### src/rtl/lattice_monomer_diffusion_step_top_defines.svh
// Assertion macros shared by the RTL of the monomer diffusion block.
`ifndef LATTICE_MONOMER_DIFFUSION_STEP_TOP_DEFINES_SVH
`define LATTICE_MONOMER_DIFFUSION_STEP_TOP_DEFINES_SVH

// Same-cycle implication, disabled during reset.
`define LMDS_ASSERT_IMP(lbl, clk, rst_n, a, b) \
	lbl: assert property (@(posedge clk) disable iff (!(rst_n)) (a) |-> (b)) \
		else $error("implication check failed");

// Next-cycle implication, disabled during reset.
`define LMDS_ASSERT_NXT(lbl, clk, rst_n, a, b) \
	lbl: assert property (@(posedge clk) disable iff (!(rst_n)) (a) |=> (b)) \
		else $error("next-cycle check failed");

`endif

### src/rtl/lmds_pkg.sv
// Shared types and constants of the monomer diffusion block.
package lmds_pkg;

	localparam int GRID_SIDE_DEF = 64;

	localparam logic [1:0] OUT_EMPTY  = 2'd0;
	localparam logic [1:0] OUT_ISLAND = 2'd1;
	localparam logic [1:0] OUT_JOIN   = 2'd2;
	localparam logic [1:0] OUT_NONE   = 2'd3;

	localparam logic [1:0] DIR_COL_INC = 2'd0;
	localparam logic [1:0] DIR_ROW_INC = 2'd1;
	localparam logic [1:0] DIR_COL_DEC = 2'd2;
	localparam logic [1:0] DIR_ROW_DEC = 2'd3;

	localparam logic KIND_PLACE   = 1'b0;
	localparam logic KIND_DIFFUSE = 1'b1;

	typedef enum logic [3:0] {
		ST_CLEAR,
		ST_IDLE,
		ST_PMOD,
		ST_MUL,
		ST_SRD,
		ST_SWT,
		ST_HRD,
		ST_DECIDE,
		ST_DROP_MOV,
		ST_IRD,
		ST_IWT,
		ST_DROP_HIT,
		ST_RAISE,
		ST_ZSRC,
		ST_RESULT
	} state_t;

	typedef struct packed {
		logic clr_step;
		logic latch;
		logic pmod_step;
		logic mul;
		logic src_rd;
		logic src_calc;
		logic h_rd;
		logic decide;
		logic idx_rd;
		logic drop_ld_slot;
		logic drop_ld_idx;
		logic drop_step;
		logic raise;
		logic zsrc;
		logic set_empty;
	} cmd_t;

	typedef struct packed {
		logic kind;
		logic empty;
		logic pmod_ok;
		logic h_zero;
		logic h_one;
		logic drop_done;
		logic clr_last;
	} stat_t;

endpackage

### src/rtl/lmds_ctrl.sv
// Sequencer of the monomer diffusion block.
module lmds_ctrl (
	input  logic           clk,
	input  logic           arst_n,
	input  logic           start,
	input  lmds_pkg::stat_t st,
	output lmds_pkg::cmd_t  cmd,
	output logic           busy,
	output logic           done
);

	lmds_pkg::state_t state_q, state_nxt;

	always_ff @(posedge clk or negedge arst_n) begin
		if (!arst_n) state_q <= lmds_pkg::ST_CLEAR;
		else state_q <= state_nxt;
	end

	always_comb begin
		state_nxt = state_q;
		case (state_q)
			lmds_pkg::ST_CLEAR: begin
				if (st.clr_last) state_nxt = lmds_pkg::ST_IDLE;
			end
			lmds_pkg::ST_IDLE: begin
				if (start) state_nxt = lmds_pkg::ST_PMOD;
			end
			lmds_pkg::ST_PMOD: begin
				// kind is latched by now; route diffuse items
				if (st.kind != lmds_pkg::KIND_PLACE) begin
					state_nxt = st.empty ? lmds_pkg::ST_RESULT : lmds_pkg::ST_MUL;
				end else if (st.pmod_ok) begin
					state_nxt = lmds_pkg::ST_HRD;
				end
			end
			lmds_pkg::ST_MUL: state_nxt = lmds_pkg::ST_SRD;
			lmds_pkg::ST_SRD: state_nxt = lmds_pkg::ST_SWT;
			lmds_pkg::ST_SWT: state_nxt = lmds_pkg::ST_HRD;
			lmds_pkg::ST_HRD: state_nxt = lmds_pkg::ST_DECIDE;
			lmds_pkg::ST_DECIDE: begin
				if (st.h_zero) state_nxt = lmds_pkg::ST_RAISE;
				else if (st.kind != lmds_pkg::KIND_PLACE) state_nxt = lmds_pkg::ST_DROP_MOV;
				else if (st.h_one) state_nxt = lmds_pkg::ST_IRD;
				else state_nxt = lmds_pkg::ST_RAISE;
			end
			lmds_pkg::ST_DROP_MOV: begin
				if (st.drop_done) state_nxt = st.h_one ? lmds_pkg::ST_IRD : lmds_pkg::ST_RAISE;
			end
			lmds_pkg::ST_IRD: state_nxt = lmds_pkg::ST_IWT;
			lmds_pkg::ST_IWT: state_nxt = lmds_pkg::ST_DROP_HIT;
			lmds_pkg::ST_DROP_HIT: begin
				if (st.drop_done) state_nxt = lmds_pkg::ST_RAISE;
			end
			lmds_pkg::ST_RAISE: begin
				state_nxt = (st.kind != lmds_pkg::KIND_PLACE) ? lmds_pkg::ST_ZSRC
					: lmds_pkg::ST_RESULT;
			end
			lmds_pkg::ST_ZSRC: state_nxt = lmds_pkg::ST_RESULT;
			lmds_pkg::ST_RESULT: state_nxt = lmds_pkg::ST_IDLE;
			default: state_nxt = lmds_pkg::ST_CLEAR;
		endcase
	end

	always_comb begin
		cmd = '0;
		busy = (state_q != lmds_pkg::ST_IDLE);
		done = (state_q == lmds_pkg::ST_RESULT);
		case (state_q)
			lmds_pkg::ST_CLEAR: cmd.clr_step = 1'b1;
			lmds_pkg::ST_IDLE: cmd.latch = start;
			lmds_pkg::ST_PMOD: begin
				if (st.kind == lmds_pkg::KIND_PLACE) cmd.pmod_step = 1'b1;
				else cmd.set_empty = st.empty;
			end
			lmds_pkg::ST_MUL: cmd.mul = 1'b1;
			lmds_pkg::ST_SRD: cmd.src_rd = 1'b1;
			lmds_pkg::ST_SWT: cmd.src_calc = 1'b1;
			lmds_pkg::ST_HRD: cmd.h_rd = 1'b1;
			lmds_pkg::ST_DECIDE: begin
				cmd.decide = 1'b1;
				cmd.drop_ld_slot = !st.h_zero && (st.kind != lmds_pkg::KIND_PLACE);
			end
			lmds_pkg::ST_DROP_MOV: cmd.drop_step = 1'b1;
			lmds_pkg::ST_IRD: cmd.idx_rd = 1'b1;
			lmds_pkg::ST_IWT: cmd.drop_ld_idx = 1'b1;
			lmds_pkg::ST_DROP_HIT: cmd.drop_step = 1'b1;
			lmds_pkg::ST_RAISE: cmd.raise = 1'b1;
			lmds_pkg::ST_ZSRC: cmd.zsrc = 1'b1;
			default: cmd = '0;
		endcase
	end

endmodule

### config.mk
export PLATFORM = sky130hd
export DESIGN_NAME = lmds_ctrl
export DESIGN_NICKNAME = d
export VERILOG_FILES = /design/src/rtl/lattice_monomer_diffusion_step_top_defines.svh /design/src/rtl/lmds_pkg.sv /design/src/rtl/lmds_ctrl.sv
export SDC_FILE = /design/constraint.sdc
export NUM_CORES = 1
export LEC_CHECK = 0
export BUFFER_PORTS_ARGS = -buffer_cell sky130_fd_sc_hd__buf_2
export CAP_MARGIN = 30
export CORE_AREA = 2 2 39 41
export DETAILED_ROUTE_END_ITERATION = 8
export DIE_AREA = 0 0 41 43
export PLACE_DENSITY = 0.73
export SYNTH_ARGS = -nofsm -noshare
export SYNTH_HDL_FRONTEND = slang
export SYNTH_SLANG_ARGS = --single-unit
export TNS_END_PERCENT = 1
### constraint.sdc
create_clock -name clk -period 1.6 [get_ports clk]
set_input_delay 0.24 -clock clk [delete_from_list [all_inputs] [get_ports clk]]
set_output_delay 0.24 -clock clk [all_outputs]
set_load 0.005 [all_outputs]
-- Word-level counts from Yosys, hierarchy flattened
Index checks and enable logic that the tools add are counted.
- flip-flop bits (word level): 4
- output and inout port bits: 17
- word-level logic and storage cells: 55
- input bits: 10
- mux-type cells: 29
- reductions and logical operators: 5
- eq/ne operators: 20
- operators with widths (cell ; count):
    $pmux W4 S15 ; 1
    $eq A4 B4 Y1 const B ; 7
    $mux W4 ; 7
    $mux W1 ; 17
    $eq A4 B3 Y1 const B ; 4
    $mux W3 ; 3
    $eq A4 B2 Y1 const B ; 2
    $ne A2 B2 Y1 const B ; 4
    $reduce_and A5 Y1 ; 1
    $eq A4 B1 Y1 const B ; 1
    $logic_not A4 Y1 ; 1
    $ne A4 B1 Y1 const B ; 1
    $ne A3 B3 Y1 const B ; 1
    $mux W2 ; 1
    $reduce_or A2 Y1 ; 1
    $logic_and A1 B1 Y1 ; 1
    $logic_not A1 Y1 ; 1

-- Longest topological paths before layout
Gate-level depths: netlist (run 1).
- depth after elaboration: 4
- depth in mapped cells: 5
- gate-level depth less buffers: 4

-- Least setup slack after synthesis (run 1)
Ideal clock, no wire load.
- path kind: flip-flop to flip-flop
- start point: reg state_q[0]
- end point: reg state_q[1]
- data required time: 1.505 ns
- arrival time: 1.354 ns
- path buffers: 1
- setup time: 0.095 ns
- period minus slack after synthesis: 1.449 ns
- path slack: 0.151 ns
- cell stages (with the launch flop): 6
- cells stage by stage: dfrtp_1 -> buf_6 -> nor2b_1 -> or4_4 -> a31o_1 -> o31ai_1
- longest elaborated chain between the ends: 3
- elaborated cells between the ends (all ways): 22
- those cells by class: eq/ne (19); mux (1); reduce/logical (2)
- RTL lines (item ; RTL line ; RTL):
    start: declaration ; lmds_ctrl.sv:12 ; lmds_pkg::state_t state_q, state_nxt;
    start signal: assignment ; lmds_ctrl.sv:15 ; if (!arst_n) state_q <= lmds_pkg::ST_CLEAR;
    start signal: assignment ; lmds_ctrl.sv:16 ; else state_q <= state_nxt;
    $eq A4 B2 Y1 (tied with other cells) ; lmds_ctrl.sv:21 ; case (state_q)
    $ne A3 B3 Y1 (no line) or $ne A2 B2 Y1 (tied branches) ; - ;
    $reduce_and A5 Y1 (no line) ; - ;
Parallel ways exist; a longest one is shown, timed or not.
A chain may end at the register's enable or synchronous reset.

==> metrics, run 1 <==
max reg flops 4; DR vias/cell 5.53; die area 1760 um2; post-layout util 59.1%; failing checks setup timing; Die H 43 um; outcome finished with violations; count of pins over their slew limit 0; Mapped Cells 70; RR Startpoint state_q[1]; worst-path cell chain nor4b_4, and3_1, buf_2; number of global-route vias before repair between 600 and 700; fraction of layout cells with a size suffix above 1 roughly 54%; Leak 0.405 nW; reg2reg path depth 4; Biggest register state_q; Tcrit/Tclk final 102%; Ys Warns 0; synthesized flop and latch total 4; Startpoint Class register; worst r2r dst state_q[1]; core area 1380 um2; Mapped Area 547 um2; antenna viol nets, final 0; Post-Layout Cell Count roughly 130; worst path arrival time approximately 1400 ps; largest net degree at the start of global routing 11; all-layer global routing usage 22.2%; CTS Buffer Depth 2; Area contributors post-synth dfrtp_1 (18%), nor2_1 (6.2%), nand2b_1 (5.7%); endpoints failing hold 0; DRT Wirelength approximately 1700 um; CP top delay family simple AND/OR/NAND/NOR gates; worst reg2reg setup slack approximately 60 ps; worst vdd ir about 0.94 mV; number of remaining DRC errors 0; Pwr Density just under 2000 nW/um2; Final Skew roughly 8.7 ps; Rows 14; post-synth top area share 18.3%; PnR worst setup slack -26.4 ps; RSZ-0062 raised after global routing true; critical path class register to output port; WP data required between 1000 and 1500 ps; cts bufs inserted 3; RePlAce Congestion ~0.9; Port Buffers 26; Pre-Repair DR Iteration Count 4; largest registers state_q x4; synthesized area per cell between 7 and 8 um2; root buffer cell clkbuf_4; Peak Freq 615 MHz; DRT iter0 DRCs 21; setup violators final 1; first-pass GRT wire length 2640 um; Slew headroom 78.3%; Worst-Skew Late Latency 250 ps; Slowest Stage Delay on Critical Path ~450 ps; H-tree depth 1; sequential area share after synthesis between 10% and 20%; Synth cell types 30; CTS clock-pin slew for the worst setup and hold paths 40 ps; Vias 697; post-DR wirelength/cell 13.3 um; Setup TNS Final -26.4 ps; clock sink count 4; CTS tree yes; Worst Tran Pin Value 325 ps; top cell type by total area after synthesis dfrtp_1; Hold/Removal Path Class input port to asynchronous set/reset pin; antenna cells 0; CP bufs+invs 1; I/O pins 27; P&R area growth vs syn 49.7%; Crit. End Element output port; Initial Util 39.5%; fillers 140; nets between 100 and 150; WHS 333 ps; final global-route overflow total 0; die width roughly 41 um; Max FO, Critical Path 7; slowest CP cell dfrtp_2; max_cap viols 0; Post-Syn Nets 80; Post-Place Cells 120; antenna violations before repair 0; DP Wirelength 1300 um; post-layout min period 1630 ps
-- where the power goes --
part           switching [mW]  internal [mW]  leakage, nW  total (mW)
Sequential              0.125          0.169       0.0435       0.294
Combinational           0.564          0.593        0.347        1.16
Clock                  0.0490         0.0844       0.0138       0.133
Total                   0.738          0.846        0.405        1.58
-- worst max path at each step --
| stage | start | endpoint | slack [ps] | cells past startpoint |
|---|---|---|---|---|
| floorplan | state_q[0] | state_q[1] | 150 | 5 |
| global placement | state_q[0] | state_q[1] | 90 | 4 |
| detailed placement | state_q[0] | state_q[2] | 30 | 4 |
| CTS | state_q[0] | cmd[0] | -20 | 3 |
| global route | state_q[0] | cmd[0] | -70 | 3 |
| finish | state_q[0] | cmd[0] | -30 | 3 |
-- repair_timing --
item / CTS / global route
hold endpoints to repair: 4 / 0
gates resized for setup: 4 / 3
endpoints found under the setup margin: 8 / 8
pin swaps: 1 / 2
hold buffers: 1 / 0
buffers inserted: 2 / 0
-- cell families after synthesis --
kind of cell | share of synthesized area, %
simple gates | 49.0
compound gates | 21.7
flops | 18.3
mux | 1.83
buf+inv | 9.15
-- cells in the final DEF, fill, tap and decap left out --
| cell | count |
|---|---|
| buf_4 | 15 |
| nor2_2 | 1 |
| dfrtp_2 | 4 |
| nor3_2 | 1 |
| nor4b_1 | 1 |
| and3_4 | 1 |
| clkbuf_4 | 3 |
| buf_2 | 26 |
| and3_1 | 3 |
| nor2b_1 | 4 |
| nor4_4 | 1 |
| nand2b_2 | 1 |
| nor4_1 | 2 |
| a31oi_1 | 1 |
| nand2b_1 | 5 |
| o31ai_1 | 1 |
| or4_4 | 1 |
| mux2i_1 | 1 |
| nor2_1 | 8 |
| nand2_2 | 1 |
| o21ai_0 | 3 |
| a32oi_2 | 1 |
| nand2_1 | 4 |
| nor3_1 | 5 |
| inv_1 | 3 |
| a31o_1 | 1 |
| a41oi_1 | 1 |
| nor4b_4 | 1 |
| and2_1 | 2 |
| dlygate4sd3_1 | 1 |
| a2111oi_2 | 2 |
| o22ai_1 | 1 |
| a21oi_1 | 4 |
-- per-layer routing --
layer  global-route usage [%]  vias to the layer above  wire length (um)
li1                         -                      336                 -
met1                     25.6                      327               659
met2                     37.5                       29               864
met3                     3.14                        5               118
met4                     10.0                        0                36
met5                        0                        -                 0
-- Yosys cell counts --
cell type / n
a2111oi_2: 2
a21oi_1: 4
a31o_1: 1
a31oi_1: 1
a32oi_2: 1
a41oi_1: 1
and2_1: 2
and3_1: 3
and3_4: 1
buf_2: 1
buf_4: 1
buf_6: 2
clkbuf_1: 1
dfrtp_1: 4
inv_1: 3
mux2i_1: 1
nand2_1: 5
nand2b_1: 5
nand2b_2: 1
nor2_1: 9
nor2b_1: 4
nor3_1: 6
nor4_1: 2
nor4_4: 1
nor4b_1: 1
nor4b_4: 1
o21ai_0: 3
o22ai_1: 1
o31ai_1: 1
or4_4: 1
-- cell type report --
cell class	count	area (um2)	share of cell area, %
multi-input combinational	58	407	49.7
tap	16	20.0	2.45
inverter	3	11.3	1.38
clock buffer	3	22.5	2.75
sequential	4	105	12.8
timing repair buffer	42	253	30.9
-- stage by stage --
step / total power, mW / setup WS [ps] / area, um2
CTS: 1.56 / -17.3 / 810
finish: 1.58 / -26.4 / 818
floorplan: 0.973 / 151 / 547
global route: 1.71 / -66.0 / 818
global placement: 1.34 / 85.7 / 756
detailed placement: 1.36 / 28.5 / 756
Note: power is estimated with default switching activity, not from simulation.
==> run 2, diff against run 1 <==
--- a/config.mk
+++ b/config.mk
@@ -7,10 +7,12 @@
 export LEC_CHECK = 0
 export BUFFER_PORTS_ARGS = -buffer_cell sky130_fd_sc_hd__buf_2
 export CAP_MARGIN = 30
-export CORE_AREA = 2 2 39 41
+export CELL_PAD_IN_SITES_DETAIL_PLACEMENT = 0
+export CELL_PAD_IN_SITES_GLOBAL_PLACEMENT = 1
+export CORE_MARGIN = 2
+export CORE_UTILIZATION = 30
 export DETAILED_ROUTE_END_ITERATION = 8
-export DIE_AREA = 0 0 41 43
-export PLACE_DENSITY = 0.73
+export PLACE_DENSITY_LB_ADDON = 0.1
 export SYNTH_ARGS = -nofsm -noshare
 export SYNTH_HDL_FRONTEND = slang
 export SYNTH_SLANG_ARGS = --single-unit
==> run 2 against run 1 <==
The flow still finishes with violations (setup timing). Clock-buffer cell count unchanged. Sequential power down 4%. Critical path type unchanged. First-iteration DRC count down 43%. Global-route usage down 4.7 points. Clock power down 8%. Hold slack better by 10 ps. Final area up 8.9%. Worst setup slack about the same. Sequential cell count unchanged. Non-clock buffer count up 1. Via count down 3.4%. Final cell count up 7.9%.
==> metrics, run 2 (synthesis results as in run 1) <==
CTS clock-pin slew for the worst setup and hold paths 40 ps (about the same); number of global-route vias before repair 609 (was 625); H-tree depth 1 (unchanged); Startpoint Class register (unchanged); setup violators final 2 (was 1); post-DR wirelength/cell 12.4 um (was 13.3 um); antenna viol nets, final 0 (unchanged); Final Skew 1.30 ps (was 8.70 ps); RR Startpoint state_q[0] (was state_q[1]); Post-Place Cells 126 (was 120); failing checks setup timing (unchanged); Rows 15 (was 14); Hold/Removal Path Class input port to asynchronous set/reset pin (unchanged); WP data required 1360 ps (about the same); clock sink count 4 (unchanged); largest net degree at the start of global routing 9 (was 11); endpoints failing hold 0 (unchanged); Post-Layout Cell Count 136 (was 126); commonest non-fill, non-tap cell in the layout buf_2 (unchanged); I/O pins 27 (unchanged); fillers 192 (was 140); worst reg2reg setup slack -10 ps (was 60 ps); fraction of layout cells with a size suffix above 1 59.5% (was 53.6%); antenna cells 0 (unchanged); count of pins over their slew limit 0 (unchanged); number of remaining DRC errors 0 (unchanged); RSZ-0062 raised after global routing true (unchanged); Peak Freq 615 MHz (about the same); DRT Wirelength 1690 um (was 1680 um); DP Wirelength 1320 um (was 1300 um); die width 46.7 um (was 41 um); max reg flops 4 (unchanged); Power, Total 1.71 mW (was 1.58 mW); Port Buffers 26 (unchanged); post-layout util 51.6% (was 59.1%); PnR worst setup slack -26.1 ps (was -26.4 ps); met3 Use GR 5.49% (was 3.14%); die area 2180 um2 (was 1760 um2); final global-route overflow total 0 (unchanged); Initial Util 31.7% (was 39.5%); worst path arrival time 1390 ps (about the same); antenna violations before repair 0 (unchanged); most frequent cells in the layout buf_2 (25), buf_4 (15), nor2_1 (8) (was buf_2 (26), buf_4 (15), nor2_1 (8)); Worst-Skew Late Latency 230 ps (was 250 ps); CTS tree yes (unchanged); post-route cell area 891 um2 (was 818 um2); placed inst area 744 um2 (was 756 um2); P&R area growth vs syn 62.9% (was 49.7%); cts bufs inserted 3 (unchanged); CTS Buffer Depth 2 (unchanged); Worst Tran Pin Value 326 ps (was 325 ps); reg2reg path depth 5 (was 4); DRT iter0 DRCs 12 (was 21); worst vdd ir 1.02 mV (was 0.944 mV); Tcrit/Tclk final 102% (about the same); met2 Track Usage GR 29.2% (was 37.5%); first-pass GRT wire length 2620 um (was 2640 um); Vias 673 (was 697); routing usage on met1 20.8% (was 25.6%); root buffer cell clkbuf_4 (unchanged); GR peak layer met2 (unchanged); Die H 46.7 um (was 43 um); outcome finished with violations (unchanged); Slew headroom 78.2% (was 78.3%); worst r2r dst state_q[1] (unchanged); critical path class register to output port (unchanged); core area 1730 um2 (was 1380 um2); all-layer global routing usage 17.5% (was 22.2%); nets 123 (was 122); max_cap viols 0 (unchanged); Leak 0.426 nW (was 0.405 nW); post-layout min period 1630 ps (about the same); DR vias/cell 4.95 (was 5.53); largest registers state_q x4 (unchanged); Max FO, Critical Path 3 (was 7); Crit. End Element output port (unchanged); Pre-Repair DR Iteration Count 4 (unchanged); Pwr Density 1920 nW/um2 (was 1940 nW/um2); Biggest register state_q (unchanged); RePlAce Congestion 0.886 (was 0.883)
## run 2: critical path, cell delays in order, from the launching register on
cell     delay (ps)
dfrtp_2         440
nor4b_4         290
buf_4           160
and3_4          180
buf_6            90
## run 2: timing repair
| action | 4_1_cts | 5_1_grt |
|---|---|---|
| endpoints found under the hold margin | 4 | 0 |
| pin swaps | 2 | 2 |
| endpoints found under the setup margin | 10 | 17 |
| setup buffers | 6 | 0 |
| hold buffers | 1 | 0 |
| resized for setup | 7 | 9 |
## run 2: area by class of cell
class,count,area (um2),share of cell area [%]
multi-input cells,58,442,49.6
repair buffers,43,279,31.3
flip-flops and latches,4,105,11.8
well taps,25,31.3,3.51
clock buffers,3,22.5,2.53
inverters,3,11.3,1.26
## run 2: through the flow
| stage | setup slack [ps] | TNS [ps] | hold WS, ps |
|---|---|---|---|
| floorplan | 151 | 0 | -55.6 |
| global placement | -46.3 | -46.3 | 44.4 |
| detailed placement | -24.6 | -24.6 | 47.3 |
| CTS | -35.1 | -41.7 | 334 |
| global route | -87.5 | -394 | 345 |
| finish | -26.1 | -35.2 | 343 |
## run 2: metal layers
layer  up-vias  share of wire, %
li1        339                 -
met1       304                42
met2        26                48
met3         4               7.6
met4         0               1.7
met5         -                 0
## run 2: worst max-delay path by stage
stage                     slack, ps  cells past startpoint  startpoint    endpoint
after detailed placement        -20                      5  state_q[0]  state_q[0]
after CTS                       -40                      4  state_q[3]      cmd[0]
after floorplan                 150                      5  state_q[0]  state_q[1]
after global routing            -90                      4  state_q[0]      cmd[0]
final                           -30                      4  state_q[0]      cmd[0]
after global placement          -50                      5  state_q[0]  state_q[0]
## run 2: power by group
part / switching [mW] / internal, mW
combinational: 0.625 / 0.681
clock: 0.0385 / 0.0837
sequential: 0.112 / 0.169
